===== src/hw/rtl/dpw_pkg.sv =====
// ----------------------------------------------------------------------------
// dpw_pkg: shared types and constants
// Register indexes, depth window, image bounds and output range for the
// depth pixel to world point pipeline.
// ----------------------------------------------------------------------------
package dpw_pkg;

  // Configuration register indexes
  typedef enum logic [2:0] {
    CFG_CAMERA_CENTER = 3'd0,
    CFG_INV_FOCAL     = 3'd1,
    CFG_POSE_ROW_X    = 3'd2,
    CFG_POSE_ROW_Y    = 3'd3,
    CFG_POSE_ROW_Z    = 3'd4
  } cfg_idx_t;

  // Depth window in Q4.12 metres: keep 41 .. 40960 (0.01 m .. 10 m)
  localparam logic [15:0] DEPTH_MIN_RAW = 16'd41;
  localparam logic [15:0] DEPTH_MAX_RAW = 16'd40960;

  // Image bounds
  localparam int unsigned MAX_COLUMNS = 4096;
  localparam int unsigned MAX_ROWS    = 4096;

  // Saturation bounds of a Q11.12 world coordinate
  localparam logic signed [47:0] OUT_MAX = 48'sd8388607;
  localparam logic signed [47:0] OUT_MIN = -48'sd8388608;

  // Reset values of the pose: identity rotation, zero translation
  localparam logic [63:0] POSE_X_RST = 64'd16384;
  localparam logic [63:0] POSE_Y_RST = 64'd1073741824;
  localparam logic [63:0] POSE_Z_RST = 64'd70368744177664;

  // Colour bytes that ride along with a pixel
  typedef struct packed {
    logic [7:0] blue;
    logic [7:0] green;
    logic [7:0] red;
  } color_t;

  // Load enables of the three world-transform stages
  typedef struct packed {
    logic mul_ld;
    logic sum_ld;
    logic sat_ld;
  } row_en_t;

endpackage


===== src/hw/rtl/dpw_world_row.sv =====
// ----------------------------------------------------------------------------
// dpw_world_row: one row of the pose transform
// Three registered stages: coefficient products, sum with translation and
// rounding bias, then floor shift and saturation to Q11.12.
// ----------------------------------------------------------------------------
module dpw_world_row (
  input  logic                clk,
  input  dpw_pkg::row_en_t    en,
  input  logic [63:0]         pose_row,
  input  logic signed [28:0]  cam_x,
  input  logic signed [28:0]  cam_y,
  input  logic [15:0]         cam_z,
  output logic signed [23:0]  world
);

  logic signed [44:0] px_r;
  logic signed [44:0] py_r;
  logic signed [32:0] pz_r;
  logic signed [15:0] tr_r;
  logic signed [47:0] acc_r;
  logic signed [47:0] acc_nxt;
  logic signed [47:0] shf;
  logic signed [23:0] world_r;
  logic signed [23:0] world_nxt;

  // products in Q.26
  always_ff @(posedge clk) begin
    if (en.mul_ld) begin
      px_r <= $signed(pose_row[15:0])  * cam_x;
      py_r <= $signed(pose_row[31:16]) * cam_y;
      pz_r <= $signed(pose_row[47:32]) * $signed({1'b0, cam_z});
      tr_r <= $signed(pose_row[63:48]);
    end
  end

  // translation moves from Q.12 to Q.26; add one half for rounding
  assign acc_nxt = 48'(px_r) + 48'(py_r) + 48'(pz_r) + (48'(tr_r) <<< 14)
                 + 48'sd8192;

  always_ff @(posedge clk) begin
    if (en.sum_ld) begin
      acc_r <= acc_nxt;
    end
  end

  assign shf = acc_r >>> 14;

  always_comb begin
    priority if (shf > dpw_pkg::OUT_MAX) begin
      world_nxt = dpw_pkg::OUT_MAX[23:0];
    end else if (shf < dpw_pkg::OUT_MIN) begin
      world_nxt = dpw_pkg::OUT_MIN[23:0];
    end else begin
      world_nxt = shf[23:0];
    end
  end

  always_ff @(posedge clk) begin
    if (en.sat_ld) begin
      world_r <= world_nxt;
    end
  end

  assign world = world_r;

endmodule


===== config.mk =====
export PLATFORM = sky130hd
export DESIGN_NAME = dpw_world_row
export DESIGN_NICKNAME = d
export VERILOG_FILES = /design/src/hw/rtl/dpw_pkg.sv /design/src/hw/rtl/dpw_world_row.sv
export SDC_FILE = /design/constraint.sdc
export NUM_CORES = 2
export LEC_CHECK = 0
export BUFFER_PORTS_ARGS = -buffer_cell sky130_fd_sc_hd__clkbuf_2
export CORE_MARGIN = 1.5
export CORE_UTILIZATION = 67
export DETAILED_ROUTE_END_ITERATION = 16
export PLACE_DENSITY = 0.82
export SLEW_MARGIN = 20
export SYNTH_ARGS = -nofsm -noshare
export SYNTH_HDL_FRONTEND = slang
export SYNTH_SLANG_ARGS = --single-unit

===== constraint.sdc =====
create_clock -name clk -period 16.7 [get_ports clk]
set_clock_uncertainty 0.2 [all_clocks]
set_input_delay 3.34 -clock clk [delete_from_list [all_inputs] [get_ports clk]]
set_output_delay 3.34 -clock clk [all_outputs]
set_load 0.005 [all_outputs]

==> metrics.txt <==
final worst-path cycle share 59.1%; Crit path required time 16.71 ns; initial antenna violation count 1; CP dominant cell by count fa_1; leading cell types by total area after synthesis fa_1 46%, edfxtp_1 12%, ha_1 9.8%, inv_1 9.4%, and2_1 5.7%; outcome finished clean; Fmax 0.101 GHz; via count 35.7k; syn_nets 6921; TNS Setup 0 ns; Synth Instances 5226; core area 0.0746 mm²; gr ovfl total 0; worst-margin pin slew 1.08 ns; Worst Hold End world[10]$_SDFFCE_PN1P_; # setup viols final 0; Area Overhead vs Synth 3.91%; clock sink count 197; WS Path Type input pin to register; flops & latches, synth 197; Slew Viols, Final 0; crit-path cells clkbuf_2 -> and2_1 -> fa_1 -> inv_1 -> fa_1 -> fa_1 -> inv_1 -> fa_1 -> fa_1 -> inv_1 -> fa_1 -> inv_1 -> ha_1 -> a21oi_1 -> a2bb2oi_1 -> a21o_1 -> a32oi_1 -> o211ai_1 -> nand3_1 -> a2111oi_0 -> or4b_1 -> o2111ai_1; CP max-delay cell a2111oi_0; met2 usage 56.1%; drt first pass iters 6; remaining antenna violation count 0; CTS Root Cell clkbuf_16; I/O pin cnt 166; max_cap viols 0; gr usage total 32.1%; R2R cell count 12; hold path cells 1; Slew headroom 27.9%; area of the die 0.0772 mm²; dominant synthesized flop cell edfxtp_1; vias in the first global route 39.0k; Worst-path clk slew 0.09 ns; Worst R2R Setup Slack 12.18 ns; DR WL/cell 18.7 µm; Synth async-reset ratio 0%; Routed WL 116000 µm; clk buf depth 2; gr busiest metal met2; Starting Density 67.9%; CTS tree yes; met3 usage 4.40%; Final Hold Viols 0; critical path capture point type register; worst reg2reg startpoint py_r[12]$_DFFE_PP_; Final Critical Period 9.88 ns; DIE HEIGHT 278 µm; Post-CTS Setup Repair Bufs 0; die extent in x 278 µm; I/O Buffers 165; first-pass GRT wire length 195000 µm; EDFF count, synth 197; worst-path fanout max 29; Rows 100; fillers 5374; mapped cell area 0.0506 mm²; met1 usage 40.3%; Largest stage delay, worst path 0.56 ns; cell taking the most area after synthesis fa_1; Seq/Total Area, Yosys 11.7%; reg2reg end acc_r[43]$_DFFE_PP_; HP Class register to register; nets 6917; Hold-fix buffers, CTS 0; pin count of the biggest net entering global routing 72; Initial DRC Count 2636; # DRC 0; Ys Warns 0; CTS Buf Count 17; total of cells resized after clock tree synthesis 0; routed vias/inst 5.75; insertion delay to the later sink of the worst-skew pair 0.48 ns; Critical Path Source Type input pin; WP data arrival 9.89 ns; n_diodes 0; post-synth top area share 45.8%; Mean Syn Cell Area 9.68 µm²; HPWL after DPL 95500 µm; H-tree levels 4; unrepaired setup endpoints after global routing no; RD Place Congestion 0.931; Synth cell types 74; Hold Startpoint acc_r[24]$_DFFE_PP_; share of layout cells above drive strength 1 4.36%
==> per-layer routing <==
| layer | vias up | share of wire [%] |
|---|---|---|
| li1 | 15581 | - |
| met1 | 18167 | 36 |
| met2 | 1570 | 51 |
| met3 | 367 | 7.4 |
| met4 | 0 | 4.8 |
| met5 | - | 0 |
==> per-stage QoR <==
| step | hold WS (ns) | worst slack, ns | cell area, µm² | utilization (%) | instances |
|---|---|---|---|---|---|
| floorplan | 0.295 | 7.14 | 50600 | - | 5226 |
| global placement | 0.301 | 6.56 | 52000 | 69.7 | 6172 |
| detailed placement | 0.305 | 6.45 | 52000 | 69.7 | 6172 |
| CTS | 0.318 | 6.94 | 52600 | 70.5 | 6204 |
| global route | 0.336 | 6.57 | 52600 | 70.5 | 6204 |
| finish | 0.317 | 6.82 | 52600 | 70.5 | 6204 |
==> state kept, by name (all words and copies together), names as in the netlist <==
| signal | count |
|---|---|
| tr_r | 16 |
| world | 24 |
| acc_r | 34 |
| px_r | 45 |
| py_r | 45 |
| pz_r | 33 |
==> worst max path at each step <==
stage,start,to,slack [ns],cells past startpoint
5_1_grt,pose_row[1],px_r[32]$_DFFE_PP_,6.57,22
4_1_cts,pose_row[7],px_r[43]$_DFFE_PP_,6.94,23
3_3_place_gp,pose_row[7],px_r[43]$_DFFE_PP_,6.56,23
3_5_place_dp,pose_row[7],px_r[43]$_DFFE_PP_,6.45,23
2_1_floorplan,pose_row[1],px_r[43]$_DFFE_PP_,7.14,22
6_report,pose_row[20],py_r[43]$_DFFE_PP_,6.82,22
==> critical path, delay by kind of cell <==
kind,cells,cell delay (ns)
buf+inv,5,0.63
compound gates,7,1.77
simple gates,3,0.82
fa+ha+maj,7,3.31
==> layout make-up <==
type	instances	area [µm²]	area share, %
Clock inverter	15	179	0.340
Inverter	1273	4780	9.09
Multi-Input combinational cell	3563	39200	74.6
Sequential cell	197	5920	11.2
Timing Repair Buffer	170	870	1.65
Clock buffer	17	425	0.809
Tap cell	969	1210	2.31
==> cells by family (layout without fill, tap and decap cells) <==
logic type | after synthesis | count (layout) | share of synthesized area [%]
XOR/XNOR | 141 | 141 | 2.44
AND/OR/NAND/NOR | 1451 | 1451 | 13.8
adder cells (fa/ha/maj) | 1553 | 1553 | 55.6
multiplexers | 2 | 2 | 0.0396
AO/OA/AOI/OAI | 416 | 416 | 5.59
buffers and inverters | 1466 | 1475 | 10.9
flip-flops | 197 | 197 | 11.7
==> Yosys cell counts (38+ instances only) <==
library cell / count
clkbuf_1: 190
nand2_1: 715
a21oi_1: 105
o21ai_0: 45
edfxtp_1: 197
xnor2_1: 103
a21o_1: 96
nand2b_1: 40
and2_1: 460
xor2_1: 38
nor2_1: 113
fa_1: 1158
ha_1: 395
inv_1: 1273
==> cells in the final DEF, fill, tap and decap left out, types with 4 or more instances in the layout <==
cell type / instances
a2111oi_0: 4
a211o_1: 4
a211oi_1: 11
a21boi_1: 4
a21o_1: 96
a21oi_1: 105
a21oi_2: 6
a221o_1: 4
a221oi_1: 4
a31oi_1: 11
and2_1: 460
and3_1: 9
and4_1: 4
buf_4: 5
clkbuf_16: 17
clkbuf_2: 164
clkinv_8: 4
edfxtp_1: 197
fa_1: 1158
ha_1: 395
inv_1: 1273
inv_8: 4
nand2_1: 715
nand2b_1: 40
nand3_1: 26
nand4_1: 17
nor2_1: 113
nor2b_1: 14
nor3_1: 21
nor4_1: 6
o211ai_1: 10
o21a_1: 19
o21ai_0: 45
o21ai_1: 18
o21bai_1: 27
or3_1: 12
xnor2_1: 103
xor2_1: 38
Power is not shown: default switching activity piles up to over one toggle a cycle in this logic, so the estimate is an artifact.
